## config.mk

```make
export PLATFORM = sky130hd
export DESIGN_NAME = touch_swipe_detector
export DESIGN_NICKNAME = d
export VERILOG_FILES = /design/src/hw/rtl/tsd_pkg.sv /design/src/hw/rtl/touch_swipe_detector.sv
export SDC_FILE = /design/constraint.sdc
export NUM_CORES = 2
export LEC_CHECK = 0
export BUFFER_PORTS_ARGS = -buffer_cell sky130_fd_sc_hd__buf_2
export CORE_ASPECT_RATIO = 1.2
export CORE_MARGIN = 2
export CORE_UTILIZATION = 35
export CTS_BUF_LIST = sky130_fd_sc_hd__clkbuf_8
export DETAILED_ROUTE_END_ITERATION = 10
export GPL_TIMING_DRIVEN = 0
export SLEW_MARGIN = 20
export SYNTH_ARGS = -nofsm -noshare
export SYNTH_HDL_FRONTEND = slang
export SYNTH_SLANG_ARGS = --single-unit
```

## constraint.sdc

```tcl
create_clock -name clk -period 22.5 [get_ports clk]
set_input_delay 3.375 -clock clk [delete_from_list [all_inputs] [get_ports clk]]
set_output_delay 3.375 -clock clk [all_outputs]
set_load 0.02 [all_outputs]
```

## src/hw/rtl/tsd_pkg.sv

```systemverilog
package tsd_pkg;

  localparam int SLOTS_DEF = 16;

  localparam int TYPE_W  = 2;
  localparam int SLOT_W  = 4;
  localparam int POS_W   = 16;
  localparam int STAMP_W = 32;
  localparam int DIST_W  = 17;
  localparam int SPEED_W = 32;
  localparam int COUNT_W = 6;
  localparam int DIR_W   = 2;

  localparam int IN_DATA_W  = 72;
  localparam int OUT_DATA_W = 40;
  localparam int CFG_IDX_W  = 1;
  localparam int CFG_DATA_W = 32;

  localparam logic [TYPE_W-1:0] REQ_DOWN = 2'd0;
  localparam logic [TYPE_W-1:0] REQ_MOVE = 2'd1;
  localparam logic [TYPE_W-1:0] REQ_UP   = 2'd2;

  localparam logic [DIR_W-1:0] DIR_RIGHT = 2'd0;
  localparam logic [DIR_W-1:0] DIR_LEFT  = 2'd1;
  localparam logic [DIR_W-1:0] DIR_DOWN  = 2'd2;
  localparam logic [DIR_W-1:0] DIR_UP    = 2'd3;

  localparam logic [CFG_IDX_W-1:0] CFG_MIN_DIST = 1'd0;
  localparam logic [CFG_IDX_W-1:0] CFG_MAX_DUR  = 1'd1;

  localparam logic [DIST_W-1:0]  MIN_DIST_RST = 17'd6554;
  localparam logic [STAMP_W-1:0] MAX_DUR_RST  = 32'd300000;

  localparam logic [COUNT_W-1:0] FINGERS_MAX = 6'd63;
  localparam logic [19:0]        US_PER_S    = 20'd1000000;

endpackage

```

## src/hw/rtl/touch_swipe_detector.sv

```systemverilog
// Touch swipe detector.
// Input stream s_*: one touch event per item. s_tuser carries the event kind
// (down, move, up); s_tdata carries slot, x, y and microsecond stamp.
// Output stream m_*: one swipe result per qualifying finger-up. m_tuser is the
// direction, m_tdata holds speed and the finger count at lift time.
// Config channel cfg_*: index 0 min_distance, index 1 max_duration_us; always
// ready. It is to be written only while the block is idle; the user must keep
// to this, the block itself does not enforce it. Down, move, ignored events
// and ups on a free slot leave s_tready high. An up on an active slot without
// a swipe runs a memory read, 2-bit square digits, the square root and a
// threshold check. A swipe adds 4-bit multiply digits by 10^6, bit-serial
// division and an output step, after which m_tvalid rises. s_tready stays low
// through all of this; no new event is taken until the block is idle again.
// Results sit in an output register; the next event is taken while it waits.
// If a new result is ready while the receiver still stalls, the block holds
// it and keeps s_tready low until the output register frees up.
// Reset (rst, synchronous) clears slot states, the finger count, the output
// valid and restores register defaults. Start points are undefined until a
// down event writes them.
module touch_swipe_detector import tsd_pkg::*; #(
  parameter int SLOTS = SLOTS_DEF
) (
  input  logic                  clk,
  input  logic                  rst,
  input  logic                  s_tvalid,
  output logic                  s_tready,
  input  logic [IN_DATA_W-1:0]  s_tdata,   // slot, pos_x, pos_y, stamp_us, zero pad
  input  logic [TYPE_W-1:0]     s_tuser,   // req_type
  output logic                  m_tvalid,
  input  logic                  m_tready,
  output logic [OUT_DATA_W-1:0] m_tdata,   // speed, finger_count, zero pad
  output logic [DIR_W-1:0]      m_tuser,   // direction
  input  logic                  cfg_valid,
  output logic                  cfg_ready,
  input  logic [CFG_IDX_W-1:0]  cfg_index,
  input  logic [CFG_DATA_W-1:0] cfg_data
);

  localparam int AW = (SLOTS > 1) ? $clog2(SLOTS) : 1;
  localparam int ENT_W = 2 * POS_W + STAMP_W;
  localparam int RAD_W = 34;
  localparam int REM_W = 19;
  localparam int PROD_W = 37;

  localparam int SQ_STEPS  = POS_W / 2;
  localparam int RT_STEPS  = RAD_W / 2;
  localparam int MUL_STEPS = 5;
  localparam int DIV_STEPS = PROD_W;

  localparam logic [2:0] ST_IDLE = 3'd0;
  localparam logic [2:0] ST_RD   = 3'd1;
  localparam logic [2:0] ST_SQ   = 3'd2;
  localparam logic [2:0] ST_RT   = 3'd3;
  localparam logic [2:0] ST_CHK  = 3'd4;
  localparam logic [2:0] ST_MUL  = 3'd5;
  localparam logic [2:0] ST_DIV  = 3'd6;
  localparam logic [2:0] ST_FIN  = 3'd7;

  function automatic logic [POS_W+1:0] dig_mul(input logic [POS_W-1:0] a,
                                               input logic [1:0] d);
    logic [POS_W+1:0] r;
    r = (d[0] ? {2'b00, a} : '0) + (d[1] ? {1'b0, a, 1'b0} : '0);
    return r;
  endfunction

  logic [2:0] state;
  logic [5:0] cnt;

  logic [DIST_W-1:0]  min_distance;
  logic [STAMP_W-1:0] max_duration_us;

  logic [SLOTS-1:0]   active;
  logic [COUNT_W-1:0] fingers;
  logic [COUNT_W-1:0] count_before;
  logic [ENT_W-1:0]   mem [SLOTS];
  logic [ENT_W-1:0]   rd_q;

  logic [POS_W-1:0]   lx, ly;
  logic [STAMP_W-1:0] lt;
  logic [STAMP_W-1:0] elapsed;
  logic [DIR_W-1:0]   dir;

  logic [POS_W-1:0]   mx, my;
  logic [RAD_W-1:0]   rad;
  logic [REM_W-1:0]   rem;
  logic [DIST_W-1:0]  root;
  logic [19:0]        kdig;
  logic [PROD_W-1:0]  prod;
  logic [STAMP_W-1:0] drem;

  logic               out_valid;
  logic [SPEED_W-1:0] out_speed;
  logic [COUNT_W-1:0] out_count;
  logic [DIR_W-1:0]   out_dir;

  logic [TYPE_W-1:0]  in_type;
  logic [SLOT_W-1:0]  in_slot;
  logic [POS_W-1:0]   in_x, in_y;
  logic [STAMP_W-1:0] in_t;
  logic [AW-1:0]      addr;
  logic               in_range;
  logic               acc;

  logic [POS_W:0]     dx, dy;
  logic [POS_W-1:0]   adx, ady;
  logic [DIR_W-1:0]   dir_next;
  logic [RAD_W-1:0]   rad_next;
  logic [REM_W+1:0]   rt_sh, rt_trial;
  logic [DIST_W+3:0]  mul_pp;
  logic [STAMP_W:0]   div_sh;
  logic               out_free;

  assign in_slot  = s_tdata[SLOT_W-1:0];
  assign in_x     = s_tdata[SLOT_W +: POS_W];
  assign in_y     = s_tdata[SLOT_W+POS_W +: POS_W];
  assign in_t     = s_tdata[SLOT_W+2*POS_W +: STAMP_W];
  assign in_type  = s_tuser;
  assign addr     = AW'(in_slot);
  assign in_range = (32'(in_slot) < 32'(SLOTS));

  assign s_tready  = (state == ST_IDLE);
  assign acc       = s_tvalid && s_tready;
  assign cfg_ready = 1'b1;

  assign m_tvalid = out_valid;
  assign m_tdata  = {{(OUT_DATA_W-SPEED_W-COUNT_W){1'b0}}, out_count, out_speed};
  assign m_tuser  = out_dir;
  assign out_free = !out_valid || m_tready;

  // displacement from the start point read out of the slot memory
  always_comb begin
    dx = {1'b0, lx} - {1'b0, rd_q[POS_W-1:0]};
    dy = {1'b0, ly} - {1'b0, rd_q[POS_W +: POS_W]};
    adx = dx[POS_W] ? POS_W'(-dx) : dx[POS_W-1:0];
    ady = dy[POS_W] ? POS_W'(-dy) : dy[POS_W-1:0];
    if (adx > ady) begin
      dir_next = dx[POS_W] ? DIR_LEFT : DIR_RIGHT;
    end else begin
      dir_next = (!dy[POS_W] && (dy != '0)) ? DIR_DOWN : DIR_UP;
    end
  end

  // adx/ady stay put while busy; mx/my only feed the multiplier digits
  always_comb begin
    rad_next = {rad[RAD_W-3:0], 2'b00}
             + RAD_W'(dig_mul(adx, mx[POS_W-1 -: 2]))
             + RAD_W'(dig_mul(ady, my[POS_W-1 -: 2]));
    rt_sh    = {rem, rad[RAD_W-1 -: 2]};
    rt_trial = (REM_W+2)'({root, 2'b01});
    mul_pp   = root * kdig[19:16];
    div_sh   = {drem, prod[PROD_W-1]};
  end

  always_ff @(posedge clk) begin
    if (acc && in_range && (in_type == REQ_DOWN)) begin
      mem[addr] <= {in_t, in_y, in_x};
    end
    if (acc) begin
      rd_q <= mem[addr];
    end
  end

  always_ff @(posedge clk) begin
    if (rst) begin
      min_distance    <= MIN_DIST_RST;
      max_duration_us <= MAX_DUR_RST;
    end else if (cfg_valid && cfg_ready) begin
      case (cfg_index)
        CFG_MIN_DIST: min_distance    <= cfg_data[DIST_W-1:0];
        CFG_MAX_DUR:  max_duration_us <= cfg_data;
        default: ;
      endcase
    end
  end

  always_ff @(posedge clk) begin
    if (rst) begin
      state     <= ST_IDLE;
      cnt       <= '0;
      active    <= '0;
      fingers   <= '0;
      out_valid <= 1'b0;
    end else begin
      if (out_valid && m_tready && (state != ST_FIN)) begin
        out_valid <= 1'b0;
      end
      case (state)
        ST_IDLE: begin
          if (acc && in_range) begin
            lx <= in_x;
            ly <= in_y;
            lt <= in_t;
            if (in_type == REQ_DOWN) begin
              active[addr] <= 1'b1;
              if (fingers != FINGERS_MAX) begin
                fingers <= fingers + 1'b1;
              end
            end else if (in_type == REQ_UP) begin
              count_before <= fingers;
              if (fingers != '0) begin
                fingers <= fingers - 1'b1;
              end
              if (active[addr]) begin
                active[addr] <= 1'b0;
                state <= ST_RD;
              end
            end
          end
        end
        ST_RD: begin
          mx      <= adx;
          my      <= ady;
          dir     <= dir_next;
          elapsed <= lt - rd_q[2*POS_W +: STAMP_W];
          rad     <= '0;
          cnt     <= '0;
          state   <= ST_SQ;
        end
        ST_SQ: begin
          rad <= rad_next;
          mx  <= {mx[POS_W-3:0], 2'b00};
          my  <= {my[POS_W-3:0], 2'b00};
          cnt <= cnt + 1'b1;
          if (cnt == 6'(SQ_STEPS-1)) begin
            cnt   <= '0;
            rem   <= '0;
            root  <= '0;
            state <= ST_RT;
          end
        end
        ST_RT: begin
          // one root bit per cycle, two radicand bits consumed
          if (rt_sh >= rt_trial) begin
            rem  <= REM_W'(rt_sh - rt_trial);
            root <= {root[DIST_W-2:0], 1'b1};
          end else begin
            rem  <= REM_W'(rt_sh);
            root <= {root[DIST_W-2:0], 1'b0};
          end
          rad <= {rad[RAD_W-3:0], 2'b00};
          cnt <= cnt + 1'b1;
          if (cnt == 6'(RT_STEPS-1)) begin
            cnt   <= '0;
            state <= ST_CHK;
          end
        end
        ST_CHK: begin
          if ((root > min_distance) && (elapsed != '0) && (elapsed < max_duration_us)) begin
            prod  <= '0;
            kdig  <= US_PER_S;
            state <= ST_MUL;
          end else begin
            state <= ST_IDLE;
          end
        end
        ST_MUL: begin
          prod <= {prod[PROD_W-5:0], 4'b0000} + PROD_W'(mul_pp);
          kdig <= {kdig[15:0], 4'b0000};
          cnt  <= cnt + 1'b1;
          if (cnt == 6'(MUL_STEPS-1)) begin
            cnt   <= '0;
            drem  <= '0;
            state <= ST_DIV;
          end
        end
        ST_DIV: begin
          // restoring division; the dividend shifts out as quotient bits shift in
          if (div_sh >= {1'b0, elapsed}) begin
            drem <= STAMP_W'(div_sh - {1'b0, elapsed});
            prod <= {prod[PROD_W-2:0], 1'b1};
          end else begin
            drem <= div_sh[STAMP_W-1:0];
            prod <= {prod[PROD_W-2:0], 1'b0};
          end
          cnt <= cnt + 1'b1;
          if (cnt == 6'(DIV_STEPS-1)) begin
            cnt   <= '0;
            state <= ST_FIN;
          end
        end
        ST_FIN: begin
          if (out_free) begin
            out_valid <= 1'b1;
            out_dir   <= dir;
            out_count <= count_before;
            out_speed <= (prod[PROD_W-1:SPEED_W] != '0) ? '1 : prod[SPEED_W-1:0];
            state     <= ST_IDLE;
          end
        end
        default: state <= ST_IDLE;
      endcase
    end
  end

endmodule

```

==> metrics.md <==
| Metric | Value |
|---|---|
| Static leakage | about 0.028 uW |
| Number of buffer cells added on primary ports | between 100 and 150 |
| Start of the worst register-to-register path | lx[0] |
| Cell variety after synth | 91 |
| Die height | approximately 500 um |
| Beginning of the worst hold path | min_distance[10] |
| Critical Path Source Type | flip-flop |
| Number of hold buffers added after CTS | 0 |
| Average wire length per cell after detail routing | ~22 um |
| Post-synthesis register bit count | approximately 1500 |
| Critical path arrival | between 9000 and 10000 ps |
| Core Rows | approximately 180 |
| Post-synthesis async set-or-reset flop share | 0% |
| Hold/Removal Path Class | reg -> reg |
| Half-perimeter wire length after placement | about 120000 um |
| Later-pin clock latency in the skew report | around 980 ps |
| Critical Path RT | approximately 23000 ps |
| Most common cell on crit path | sky130_fd_sc_hd__fa_1 |
| Largest net degree at the start of global routing | 46 |
| Residual DRC | 0 |
| Final hold violation count | 0 |
| Maximum level of the CTS H-tree | 4 |
| All-layer global routing usage | 16.8% |
| Worst Tran Pin Value | 1090 ps |
| Starting DRT DRC Count | about 3000 |
| TritonCTS clock tree | yes |
| Critical path start-end classification | reg -> reg |
| Ports placed on the boundary | around 160 |
| Layout Nets | about 5400 |
| Vias in the first global route | about 41000 |
| Highest Clock Rate | between 0.1 and 0.15 GHz |
| Layout cells sized above 1 | about a fifth |
| Sink Count | around 1500 |
| Gpl congestion | roughly 0.88 |
| Total Die Area | ~200000 sq um |
| Setup slack on the worst flop-to-flop path | between 10000 and 15000 ps |
| Number of filler instances in the final layout | around 18000 |
| Vias | 39300 |
| Maximum number of buffers from clock root to sink | 3 |
| Number of warning messages in the yosys log | 0 |
| Post-Route Skew | 70.1 ps |
| Pins over their slew limit | 0 |
| End of the worst register-to-register path | rad[21] |
| Core footprint | approximately 190000 sq um |
| Kind of capture point of the worst setup path | flip-flop |
| Vias per cell | a little over 5 |
| Instance count of the mapped netlist | roughly 4400 |
| Post-route ant nets | 0 |
| Most common cell after layout, fill and taps aside | sky130_fd_sc_hd__edfxtp_1 |
| Setup TNS | 0 ps |
| Leading cell types in the layout, fill and taps excluded | 1407 x sky130_fd_sc_hd__edfxtp_1, 373 x sky130_fd_sc_hd__inv_1, 325 x sky130_fd_sc_hd__mux4_2 |
| Mapped Area | a little under 70000 sq um |
| Grt total ovfl | 0 |
| Max_slew headroom | around 28% |
| Number of cells traversed by the worst register-to-register path | 30 |
| Result of the run | finished, final reports clean |
| P&R area growth vs syn | 15.2% |
| Number of stages on the worst hold path | 2 |
| Clock slew at the register clock pins of the worst setup and hold paths | 70 ps |
| CP max stage cell | sky130_fd_sc_hd__a21boi_0 |
| Initial antenna violation count | 32 |
| Number of maximum-capacitance violations | 0 |
| Largest vdd supply drop | 0.128 mV |
| Total design power | 8860 uW |
| Starting density of the core | 35.3% |
| Power per cell area | around 110 nW/um^2 |
| Wire length of the first global-routing pass | about 250000 um |
| # setup viols final | 0 |
| Wire length after detailed routing | approximately 170000 um |
| Clock Root Buffer | sky130_fd_sc_hd__clkbuf_8 |
| Number of synthesized flops with an enable pin | 1407 |
| Post-synthesis sequential area ratio | 64.1% |
| Destination of the worst hold path | min_distance[10] |
| Most instantiated flip-flop cell in the synthesis netlist | sky130_fd_sc_hd__edfxtp_1 |
| Highest net fanout along the worst path | 10 |
| Setup repair after global routing missed its margin | false |
| Quantity of gates resized following cts | 0 |
| Clock buffer count from CTS | between 200 and 250 |
| X dimension of the die | 408 um |
| Per-instance average area after synthesis | 15.5 sq um |
| Final Critical Period | 8570 ps |
| First drt pass iteration count | 5 |
| Number of buffers inserted by post-CTS setup repair | 0 |
| Largest stage delay, worst path | around 560 ps |
| Final critical-path share of the clock period | 38.1% |
[cells by family (layout without fill, tap and decap cells)]
| family | Yosys count | after routing | share of synthesized area [%] |
|---|---|---|---|
| buffers and inverters | 472 | 1161 | 2.63 |
| and+or+nand+nor | 949 | 949 | 6.64 |
| other | 2 | 9 | 0.0110 |
| DFF | 1488 | 1488 | 64.1 |
| AOI/OAI and AO/OA | 606 | 606 | 5.54 |
| adders and majority gates | 335 | 335 | 7.19 |
| xor gates and xnor gates | 188 | 188 | 2.42 |
| muxes | 378 | 378 | 11.5 |
[how the worst max path moves through the flow]
stage | slack (ps) | endpoint | cells after the start | startpoint
4_1_cts | 13920 | rad[21] | 30 | lx[0]
2_1_floorplan | 12820 | mem[2][0] | 7 | s_tdata[1]
3_5_place_dp | 14000 | rad[21] | 30 | lx[0]
5_1_grt | 13340 | rad[29] | 30 | lx[0]
3_3_place_gp | 5510 | mem[2][9] | 7 | s_tdata[1]
6_report | 13930 | rad[21] | 30 | lx[0]
[worst max-delay path: cells and delay by family, from the launching register on]
kind,cells,cell delay [ps]
AO/OA/AOI/OAI,15,3560
adder cells (fa/ha/maj),6,2580
AND/OR/NAND/NOR,5,870
XOR/XNOR,2,720
flip-flops,1,360
buffers and inverters,2,130
[metrics by stage]
stage / setup slack [ps] / instances / cell area, sq um / hold slack, ps / utilization (%)
floorplan: 12820 / 4419 / 68500 / 400 / -
global placement: 5510 / 7158 / 72400 / 442 / 37.3
detailed placement: 14000 / 7274 / 74400 / 449 / 38.3
CTS: 13920 / 7702 / 78900 / 459 / 40.6
global route: 13340 / 7706 / 78900 / 480 / 40.6
finish: 13930 / 7709 / 78900 / 459 / 40.6
[state kept, by name, indices dropped and copies added, names as in the netlist, 19 cells and up, named ones only]
name,flops
mem,1024
lt,32
prod,37
elapsed,32
drem,32
max_duration_us,32
rad,34
rem,19
out_speed,32
rd_q,64
[cells in the mapped netlist (6+ instances only)]
library cell / number / area [sq um]
sky130_fd_sc_hd__edfxtp_1: 1407 / 42300
sky130_fd_sc_hd__and3_1: 18 / 113
sky130_fd_sc_hd__mux2_2: 17 / 191
sky130_fd_sc_hd__o21a_1: 25 / 188
sky130_fd_sc_hd__a21boi_0: 6 / 45.0
sky130_fd_sc_hd__or2_2: 7 / 43.8
sky130_fd_sc_hd__o21bai_1: 14 / 105
sky130_fd_sc_hd__buf_1: 21 / 78.8
sky130_fd_sc_hd__o21ai_0: 120 / 601
sky130_fd_sc_hd__nand3b_1: 12 / 90.1
sky130_fd_sc_hd__xor2_1: 72 / 631
sky130_fd_sc_hd__inv_1: 309 / 1160
sky130_fd_sc_hd__dfxtp_1: 81 / 1620
sky130_fd_sc_hd__o21ai_1: 9 / 45.0
sky130_fd_sc_hd__a21oi_1: 236 / 1180
sky130_fd_sc_hd__o22ai_1: 9 / 56.3
sky130_fd_sc_hd__or3_1: 44 / 275
sky130_fd_sc_hd__a211o_1: 9 / 78.8
sky130_fd_sc_hd__a211oi_1: 19 / 143
sky130_fd_sc_hd__nor3_1: 27 / 135
sky130_fd_sc_hd__mux4_2: 325 / 7320
sky130_fd_sc_hd__mux2i_1: 35 / 350
sky130_fd_sc_hd__nor3b_1: 6 / 45.0
sky130_fd_sc_hd__xnor2_1: 115 / 1010
sky130_fd_sc_hd__fa_1: 97 / 1940
sky130_fd_sc_hd__a31oi_1: 7 / 43.8
sky130_fd_sc_hd__nand3_1: 67 / 335
sky130_fd_sc_hd__nand2_1: 274 / 1030
sky130_fd_sc_hd__and2_1: 73 / 457
sky130_fd_sc_hd__nor2_1: 266 / 998
sky130_fd_sc_hd__nor4_1: 16 / 100
sky130_fd_sc_hd__o211ai_1: 10 / 75.1
sky130_fd_sc_hd__ha_1: 238 / 2980
sky130_fd_sc_hd__nor2b_1: 50 / 313
sky130_fd_sc_hd__clkbuf_1: 133 / 499
sky130_fd_sc_hd__nand2b_1: 41 / 257
sky130_fd_sc_hd__a21o_1: 72 / 541
sky130_fd_sc_hd__nand4_1: 30 / 188
sky130_fd_sc_hd__a31o_2: 6 / 52.6
[cell type report]
cell class	count	area, sq um	share of cell area [%]
clock buffer	233	3210	4.06
tap	2595	3250	4.11
multi-input combinational	2459	23000	29.1
sequential	1488	43900	55.6
timing repair buffer	261	2490	3.16
antenna	6	15.0	0.0190
clock inverter	195	1280	1.62
buffer	163	669	0.848
inverter	309	1160	1.48
[report_power, final]
group / leakage, uW / internal [uW] / switching (uW) / total [uW]
clock: 0.00251 / 1110 / 1100 / 2200
sequential: 0.0134 / 3230 / 73.5 / 3300
combinational: 0.0119 / 1370 / 1990 / 3360
total: 0.0278 / 5710 / 3160 / 8860
[metal layers]
layer	share of wire [%]	routed length, um	track usage (%)
met1	42	70600	21.8
met2	49	81600	28.2
met3	6.9	11600	3.77
met4	2.4	3960	4.79
met5	0.12	203	0
(Power assumes the default switching activity.)
